### src/rtl/sab_pkg.sv
// Shared types and constants for the source address blocklist.
// Used by the controller, the datapath, the top level and the testbench.
`timescale 1ns / 1ps
`default_nettype none

package sab_pkg;

	localparam int ADDR_W  = 32;
	localparam int COUNT_W = 8;
	localparam int KIND_W  = 2;
	localparam int RESULT_W = COUNT_W + 4;
	localparam int OUT_DATA_W = 16;

	localparam logic [COUNT_W-1:0] COUNT_MAX   = 8'hFF;
	localparam logic [COUNT_W-1:0] LIMIT_RESET = 8'd3;

	typedef enum logic [KIND_W-1:0] {
		KIND_CHECK = 2'd0,
		KIND_ADD   = 2'd1,
		KIND_FAIL  = 2'd2
	} kind_t;

	typedef enum logic {
		ST_IDLE,
		ST_SCAN
	} state_t;

	typedef struct packed {
		logic [ADDR_W-1:0]  addr;
		logic [COUNT_W-1:0] count;
	} entry_t;

	typedef struct packed {
		logic [COUNT_W-1:0] attempt_count;
		logic               table_full;
		logic               over_limit;
		logic               drop;
		logic               found;
	} result_t;

	typedef struct packed {
		logic load;
		logic scan;
		logic update;
	} cmd_t;

	typedef struct packed {
		logic scan_done;
		logic out_free;
	} stat_t;

endpackage

`default_nettype wire

### src/rtl/sab_ctrl.sv
// Controller state machine for the source address blocklist.
// Depends on sab_pkg; drives the datapath through cmd_t and reads stat_t.
`timescale 1ns / 1ps
`default_nettype none

module sab_ctrl (
	input  wire                   clk,
	input  wire                   arst_n,
	input  wire                   s_tvalid,
	output logic                  s_tready,
	input  wire sab_pkg::stat_t   stat,
	output sab_pkg::cmd_t         cmd
);

	sab_pkg::state_t state_q;
	sab_pkg::state_t state_d;

	always_ff @(posedge clk or negedge arst_n) begin
		if (!arst_n) begin
			state_q <= sab_pkg::ST_IDLE;
		end else begin
			state_q <= state_d;
		end
	end

	always_comb begin
		state_d    = state_q;
		cmd        = '0;
		s_tready   = 1'b0;
		case (state_q)
			sab_pkg::ST_IDLE: begin
				s_tready = 1'b1;
				if (s_tvalid) begin
					cmd.load = 1'b1;
					state_d  = sab_pkg::ST_SCAN;
				end
			end
			sab_pkg::ST_SCAN: begin
				cmd.scan = 1'b1;
				if (stat.scan_done && stat.out_free) begin
					cmd.update = 1'b1;
					state_d    = sab_pkg::ST_IDLE;
				end
			end
			default: begin
				state_d = sab_pkg::ST_IDLE;
			end
		endcase
	end

endmodule

`default_nettype wire

### src/rtl/sab_datapath.sv
// Datapath of the source address blocklist: table memory, scan pipeline,
// update logic, limit register and result register. Depends on sab_pkg.
`timescale 1ns / 1ps
`default_nettype none

module sab_datapath #(
	parameter int TABLE_DEPTH = 64
) (
	input  wire                                clk,
	input  wire                                arst_n,
	input  wire sab_pkg::cmd_t                 cmd,
	output sab_pkg::stat_t                     stat,
	input  wire [sab_pkg::KIND_W-1:0]          in_kind,
	input  wire [sab_pkg::ADDR_W-1:0]          in_addr,
	input  wire                                cfg_we,
	input  wire [sab_pkg::COUNT_W-1:0]         cfg_wdata,
	input  wire                                out_ready,
	output logic                               out_valid,
	output sab_pkg::result_t                   out_result
);

	localparam int IDX_W = (TABLE_DEPTH > 1) ? $clog2(TABLE_DEPTH) : 1;
	localparam int CNT_W = $clog2(TABLE_DEPTH + 1);
	localparam logic [CNT_W-1:0] DEPTH_CNT = CNT_W'(TABLE_DEPTH);

	sab_pkg::entry_t mem_q [TABLE_DEPTH];

	logic [CNT_W-1:0]            used_q;
	logic [CNT_W-1:0]            rd_idx_q;
	logic                        rd_valid_s1;
	logic [IDX_W-1:0]            idx_s1;
	sab_pkg::entry_t             rdata_s1;
	logic                        hit_q;
	logic [IDX_W-1:0]            hit_idx_q;
	logic [sab_pkg::COUNT_W-1:0] hit_count_q;
	sab_pkg::kind_t              kind_q;
	logic [sab_pkg::ADDR_W-1:0]  addr_q;
	logic [sab_pkg::COUNT_W-1:0] limit_q;
	logic                        out_valid_q;
	sab_pkg::result_t            out_q;

	logic                        match;
	logic                        mem_re;
	logic                        mem_we;
	logic [IDX_W-1:0]            mem_waddr;
	sab_pkg::entry_t             mem_wdata;
	logic                        used_inc;
	logic [sab_pkg::COUNT_W-1:0] count_inc;
	logic                        hit_over;
	sab_pkg::result_t            result_d;

	assign match  = rd_valid_s1 && !hit_q && (rdata_s1.addr == addr_q);
	assign mem_re = cmd.scan && !hit_q && !match && (rd_idx_q < used_q);

	assign stat.scan_done = hit_q || ((rd_idx_q == used_q) && !rd_valid_s1);
	assign stat.out_free  = !out_valid_q || out_ready;

	assign count_inc = (hit_count_q == sab_pkg::COUNT_MAX) ?
		hit_count_q : hit_count_q + 8'd1;
	assign hit_over  = hit_count_q > limit_q;

	always_comb begin
		result_d  = '0;
		mem_we    = 1'b0;
		mem_waddr = hit_idx_q;
		mem_wdata = '0;
		used_inc  = 1'b0;
		case (kind_q)
			sab_pkg::KIND_CHECK: begin
				if (hit_q) begin
					result_d.found         = 1'b1;
					result_d.attempt_count = hit_count_q;
					result_d.over_limit    = hit_over;
					result_d.drop          = hit_over;
				end
			end
			sab_pkg::KIND_ADD: begin
				if (hit_q) begin
					result_d.found         = 1'b1;
					result_d.attempt_count = hit_count_q;
					result_d.over_limit    = hit_over;
				end else if (used_q < DEPTH_CNT) begin
					mem_we          = cmd.update;
					mem_waddr       = used_q[IDX_W-1:0];
					mem_wdata.addr  = addr_q;
					mem_wdata.count = '0;
					used_inc        = cmd.update;
					result_d.found  = 1'b1;
				end else begin
					result_d.table_full = 1'b1;
				end
			end
			sab_pkg::KIND_FAIL: begin
				if (hit_q) begin
					mem_we                 = cmd.update;
					mem_waddr              = hit_idx_q;
					mem_wdata.addr         = addr_q;
					mem_wdata.count        = count_inc;
					result_d.found         = 1'b1;
					result_d.attempt_count = count_inc;
					result_d.over_limit    = count_inc > limit_q;
				end
			end
			default: begin
				result_d = '0;
			end
		endcase
	end

	always_ff @(posedge clk) begin
		if (mem_we) begin
			mem_q[mem_waddr] <= mem_wdata;
		end
		if (mem_re) begin
			rdata_s1 <= mem_q[rd_idx_q[IDX_W-1:0]];
			idx_s1   <= rd_idx_q[IDX_W-1:0];
		end
		if (cmd.load) begin
			kind_q <= sab_pkg::kind_t'(in_kind);
			addr_q <= in_addr;
		end
		if (match) begin
			hit_idx_q   <= idx_s1;
			hit_count_q <= rdata_s1.count;
		end
		if (cmd.update) begin
			out_q <= result_d;
		end
	end

	always_ff @(posedge clk or negedge arst_n) begin
		if (!arst_n) begin
			used_q      <= '0;
			rd_idx_q    <= '0;
			rd_valid_s1 <= 1'b0;
			hit_q       <= 1'b0;
			limit_q     <= sab_pkg::LIMIT_RESET;
			out_valid_q <= 1'b0;
		end else begin
			if (cfg_we) begin
				limit_q <= cfg_wdata;
			end
			if (cmd.load) begin
				rd_idx_q    <= '0;
				rd_valid_s1 <= 1'b0;
				hit_q       <= 1'b0;
			end else begin
				rd_valid_s1 <= mem_re;
				if (mem_re) begin
					rd_idx_q <= rd_idx_q + 1'b1;
				end
				if (match) begin
					hit_q <= 1'b1;
				end
			end
			if (used_inc) begin
				used_q <= used_q + 1'b1;
			end
			if (cmd.update) begin
				out_valid_q <= 1'b1;
			end else if (out_ready) begin
				out_valid_q <= 1'b0;
			end
		end
	end

	assign out_valid  = out_valid_q;
	assign out_result = out_q;

endmodule

`default_nettype wire

### src/rtl/source_address_blocklist.sv
// A request is compared with the used table entries in order until the first hit; a miss
// scans every used entry. The result is written once the output register is free.
// The scan reads one table entry per cycle; a new request is taken only after that result.
// The next request is taken while the previous result waits in the output register.
// Reset: arst_n clears the table (no entries), the control state and the result
// valid, and sets attempt_limit to 3; no clearing pass is needed.
`timescale 1ns / 1ps
`default_nettype none

module source_address_blocklist #(
	parameter int TABLE_DEPTH = 64
) (
	input  wire        clk,
	input  wire        arst_n,
	input  wire        s_tvalid,
	output logic       s_tready,
	input  wire [31:0] s_tdata,   // [31:0] source_addr
	input  wire [1:0]  s_tuser,   // [1:0] kind
	output logic       m_tvalid,
	input  wire        m_tready,
	output logic [15:0] m_tdata,  // [0] found, [1] drop, [2] over_limit,
	                              // [3] table_full, [11:4] attempt_count, [15:12] zero
	input  wire        cfg_we,
	input  wire [7:0]  cfg_wdata
);

	sab_pkg::cmd_t    cmd;
	sab_pkg::stat_t   stat;
	sab_pkg::result_t result;

	sab_ctrl u_ctrl (
		.clk      (clk),
		.arst_n   (arst_n),
		.s_tvalid (s_tvalid),
		.s_tready (s_tready),
		.stat     (stat),
		.cmd      (cmd)
	);

	sab_datapath #(
		.TABLE_DEPTH (TABLE_DEPTH)
	) u_datapath (
		.clk        (clk),
		.arst_n     (arst_n),
		.cmd        (cmd),
		.stat       (stat),
		.in_kind    (s_tuser),
		.in_addr    (s_tdata),
		.cfg_we     (cfg_we),
		.cfg_wdata  (cfg_wdata),
		.out_ready  (m_tready),
		.out_valid  (m_tvalid),
		.out_result (result)
	);

	assign m_tdata = {(sab_pkg::OUT_DATA_W - sab_pkg::RESULT_W)'(0), result};

endmodule

`default_nettype wire

### config.mk
export PLATFORM = sky130hd
export DESIGN_NAME = source_address_blocklist
export DESIGN_NICKNAME = d
export VERILOG_FILES = /design/src/rtl/sab_pkg.sv /design/src/rtl/sab_ctrl.sv /design/src/rtl/sab_datapath.sv /design/src/rtl/source_address_blocklist.sv
export SDC_FILE = /design/constraint.sdc
export NUM_CORES = 2
export LEC_CHECK = 0
export BUFFER_PORTS_ARGS = -buffer_cell sky130_fd_sc_hd__buf_4
export CAP_MARGIN = 10
export CORE_MARGIN = 2
export CORE_UTILIZATION = 65
export DETAILED_ROUTE_END_ITERATION = 12
export PLACE_DENSITY_LB_ADDON = 0.2
export SYNTH_ARGS = -nofsm -noshare
export SYNTH_HDL_FRONTEND = slang
export SYNTH_HIERARCHICAL = 1
export SYNTH_SLANG_ARGS = --single-unit
### constraint.sdc
create_clock -name clk -period 8.6 [get_ports clk]
set_input_delay 1.29 -clock clk [delete_from_list [all_inputs] [get_ports clk]]
set_output_delay 1.29 -clock clk [all_outputs]
set_load 0.05 [all_outputs]
==> out/summary.txt <==
Critical path arrival - 5.96 ns
Vias in the first global route - 49,892
Post-CTS sizing - 0
Final wirelength - 264,000 um
Critical Path RT - 9.14 ns
Power Density - 281 nW/um^2
Worst slack at placement - 3.19 ns
Post-synth top area share - 0.777
Layout cells sized above 1 - 0.311
Status - complete, no violations
Yosys top cell by area - edfxtp_1
Bufs on Longest Clock Path - 4
Die X - 402 um
Global-route wire length before repair - 375,000 um
Ports - 65
WP buf/inv - 2
CP endpoint - u_datapath/mem_q[41][33]
Die Span Y - 402 um
Hpwl dp - 133,000 um
Clock Skews - 0.0391 ns
TritonCTS clock tree - yes
Fin. Hold Viols - 0
Post-Place Cells - 6,287
CP startpoint - u_datapath/rd_idx_q[0]
Wire length per cell - 38.9 um
Initial antenna violation count - 15
Final WS setup - 3.17 ns
Residual DRC - 0
Initial core utilization - 0.653
CP max stage delay - 1.15 ns
Total Power - 32,400 uW
Cell Rows - 146
Actual slew at the worst max-slew pin - 1.31 ns
FF-to-FF End - u_datapath/mem_q[41][33]
Critical path type - flip-flop to flip-flop
Setup_tns - 0 ns
Post-synth top flop - edfxtp_1
CTS Buf Count - 281
Slowest CP cell - dfrtp_4
Crit path max fanout - 51
Post-synth cell types - 47
Total grt overflow - 0
LEAKAGE - 0.0313 uW
Fin cells - 6,778
Minimum clock period - 5.43 ns
Cell count after synthesis - 4,249
Worst VDD drop - 279 uV
Final Net Count - 4,589
GPL Wtd Cong - 0.850
Area Growth Syn to Fin - 11.8%
Final Util - 0.730
Fin. max-slew vios - 0
# port buffers - 60
Number of flops mapped to enable cells by yosys - 2,666
CP Launch Type - flip-flop
RSZ-0062 raised after global routing - no
CTS Sinks - 2,692
Die Footprint - 162,000 um^2
Clock-pin transition on the worst setup and hold timing paths - 0.06 ns
Worst R2R Setup Slack - 3.17 ns
Top Family by Delay on Critical Path - simple AND/OR/NAND/NOR gates
Post-CTS setup buffers - 0
Largest net degree at the start of global routing - 124
Cell seen most often among critical-path stages - nand2_1
CP cell instances - inv_1, ha_1, nand4b_1, o21bai_1, and3_4, nand2_1, nor2_1, nand2_1, nor2_4, buf_4
Synth warn - 6
Worst R2R Path Depth - 10
Critical path depth - 10
Synth area leaders - edfxtp_1 (78%), mux4_2 (17%), a22oi_1 (0.62%), dfrtp_1 (0.58%), clkbuf_1 (0.44%)
CTS root buffer - clkbuf_16
Sequential fraction of the synthesis area - 0.783
Setup violators final - 0
Count leader, synth - edfxtp_1
Hold WC Path Type - input pin to async pin
Commonest cells in the netlist - edfxtp_1 (2,666), mux4_2 (800), clkbuf_1 (122)
GR Util All Layers - 0.334
Via count - 49,340
Area of the mapped netlist - 103,000 um^2
Syn_area_per_cell - 24.3 um^2
Register bit total from synthesis - 2,692
CORE AREA - 158,000 um^2
# H-tree levels - 5
Worst rel slew slack - 0.125
Vias per cell - 7.28
Asr flop ratio synth - 0.00966
Peak Freq - 184 MHz
Max_cap viols - 0
Post-CTS Hold Fix Bufs - 0
Reg-to-Reg Start - u_datapath/rd_idx_q[0]
Post-route ant nets - 0
Crit. End Element - flip-flop
Clock Latency Late Sink - 0.92 ns
DRT Pass-1 Iters - 7
DR iter-0 viols - 8,195
Fin crit share - 0.631
-- per-layer routing --
| metal | track usage | wire, um | up-vias |
|---|---|---|---|
| met5 | 0 | 39 | - |
| met3 | 0.0844 | 34900 | 563 |
| met4 | 0.102 | 8470 | 6 |
| met1 | 0.483 | 93200 | 26063 |
| met2 | 0.517 | 127000 | 3921 |
| li1 | - | - | 18787 |
-- per-stage QoR --
step	hold slack (ns)	instance area (um^2)
after CTS	0.291	115000
final	0.328	115000
after global placement	0.401	107000
after floorplan	0.400	103000
after global routing	0.314	115000
after detailed placement	0.405	107000
-- kinds of logic after synthesis --
| group | synth area share |
|---|---|
| buffers and inverters | 0.0103 |
| AND/OR/NAND/NOR | 0.0141 |
| flip-flops | 0.783 |
| adder cells (fa/ha/maj) | 0.00376 |
| AO/OA/AOI/OAI | 0.00919 |
| XOR/XNOR | 0.00357 |
| multiplexers | 0.176 |
| other | 0.0000364 |
-- power by group --
part	switching, uW	internal (uW)	total (uW)
logic	3480	2900	6390
clock network	4820	6340	11200
registers	353	14500	14800
-- worst min path at each step --
stage	startpoint	to	slack (ns)	depth (start not counted)
finish	arst_n	u_datapath/out_valid	0.33	1
CTS	arst_n	u_datapath/out_valid	0.29	1
global placement	u_datapath/idx_s1[1]	u_datapath/hit_idx_q[1]	0.40	0
detailed placement	u_datapath/idx_s1[1]	u_datapath/hit_idx_q[1]	0.40	0
global route	arst_n	u_datapath/out_valid	0.31	1
floorplan	u_datapath/rdata_s1[0]	u_datapath/hit_count_q[0]	0.40	0
-- flip-flops by register name (all words and copies together) (netlist names), 6 cells and up --
| signal | cells |
|---|---|
| u_datapath/used_q | 7 |
| u_datapath/out_result | 12 |
| u_datapath/limit_q | 8 |
| u_datapath/hit_count_q | 8 |
| u_datapath/hit_idx_q | 6 |
| u_datapath/rd_idx_q | 7 |
| u_datapath/mem_q | 2560 |
| u_datapath/addr_q | 32 |
| u_datapath/rdata_s1 | 40 |
| u_datapath/idx_s1 | 6 |
-- cells in the final DEF (no fill, tap or decap), types with 9 or more instances in the layout --
master and count:
nand3_1 16, o21ai_0 21, clkbuf_16 286, xor2_1 33
nor2_4 68, nor2_1 25, nor4_1 15, dfrtp_1 20
clkbuf_1 65, clkinv_1 65, xnor2_1 9, a22oi_1 85
inv_1 22, edfxtp_1 2666, nand2b_1 10, a21oi_1 10
bufinv_16 9, buf_4 167, buf_12 22, clkinv_2 37
mux4_2 800, nand2_1 81, nand4_1 13, ha_1 31
and2_2 33
-- cell type report --
| type | instances | area (um^2) |
|---|---|---|
| Fill cell | 8341 | 42600 |
| Clock inverter | 124 | 815 |
| Clock buffer | 351 | 7400 |
| Sequential cell | 2692 | 80700 |
| Tap cell | 2072 | 2590 |
| Multi-Input combinational cell | 1324 | 21900 |
| Antenna cell | 3 | 7.51 |
| Timing Repair Buffer | 190 | 1720 |
| Inverter | 22 | 82.6 |
No activity file was read; power rests on OpenSTA's default activity.
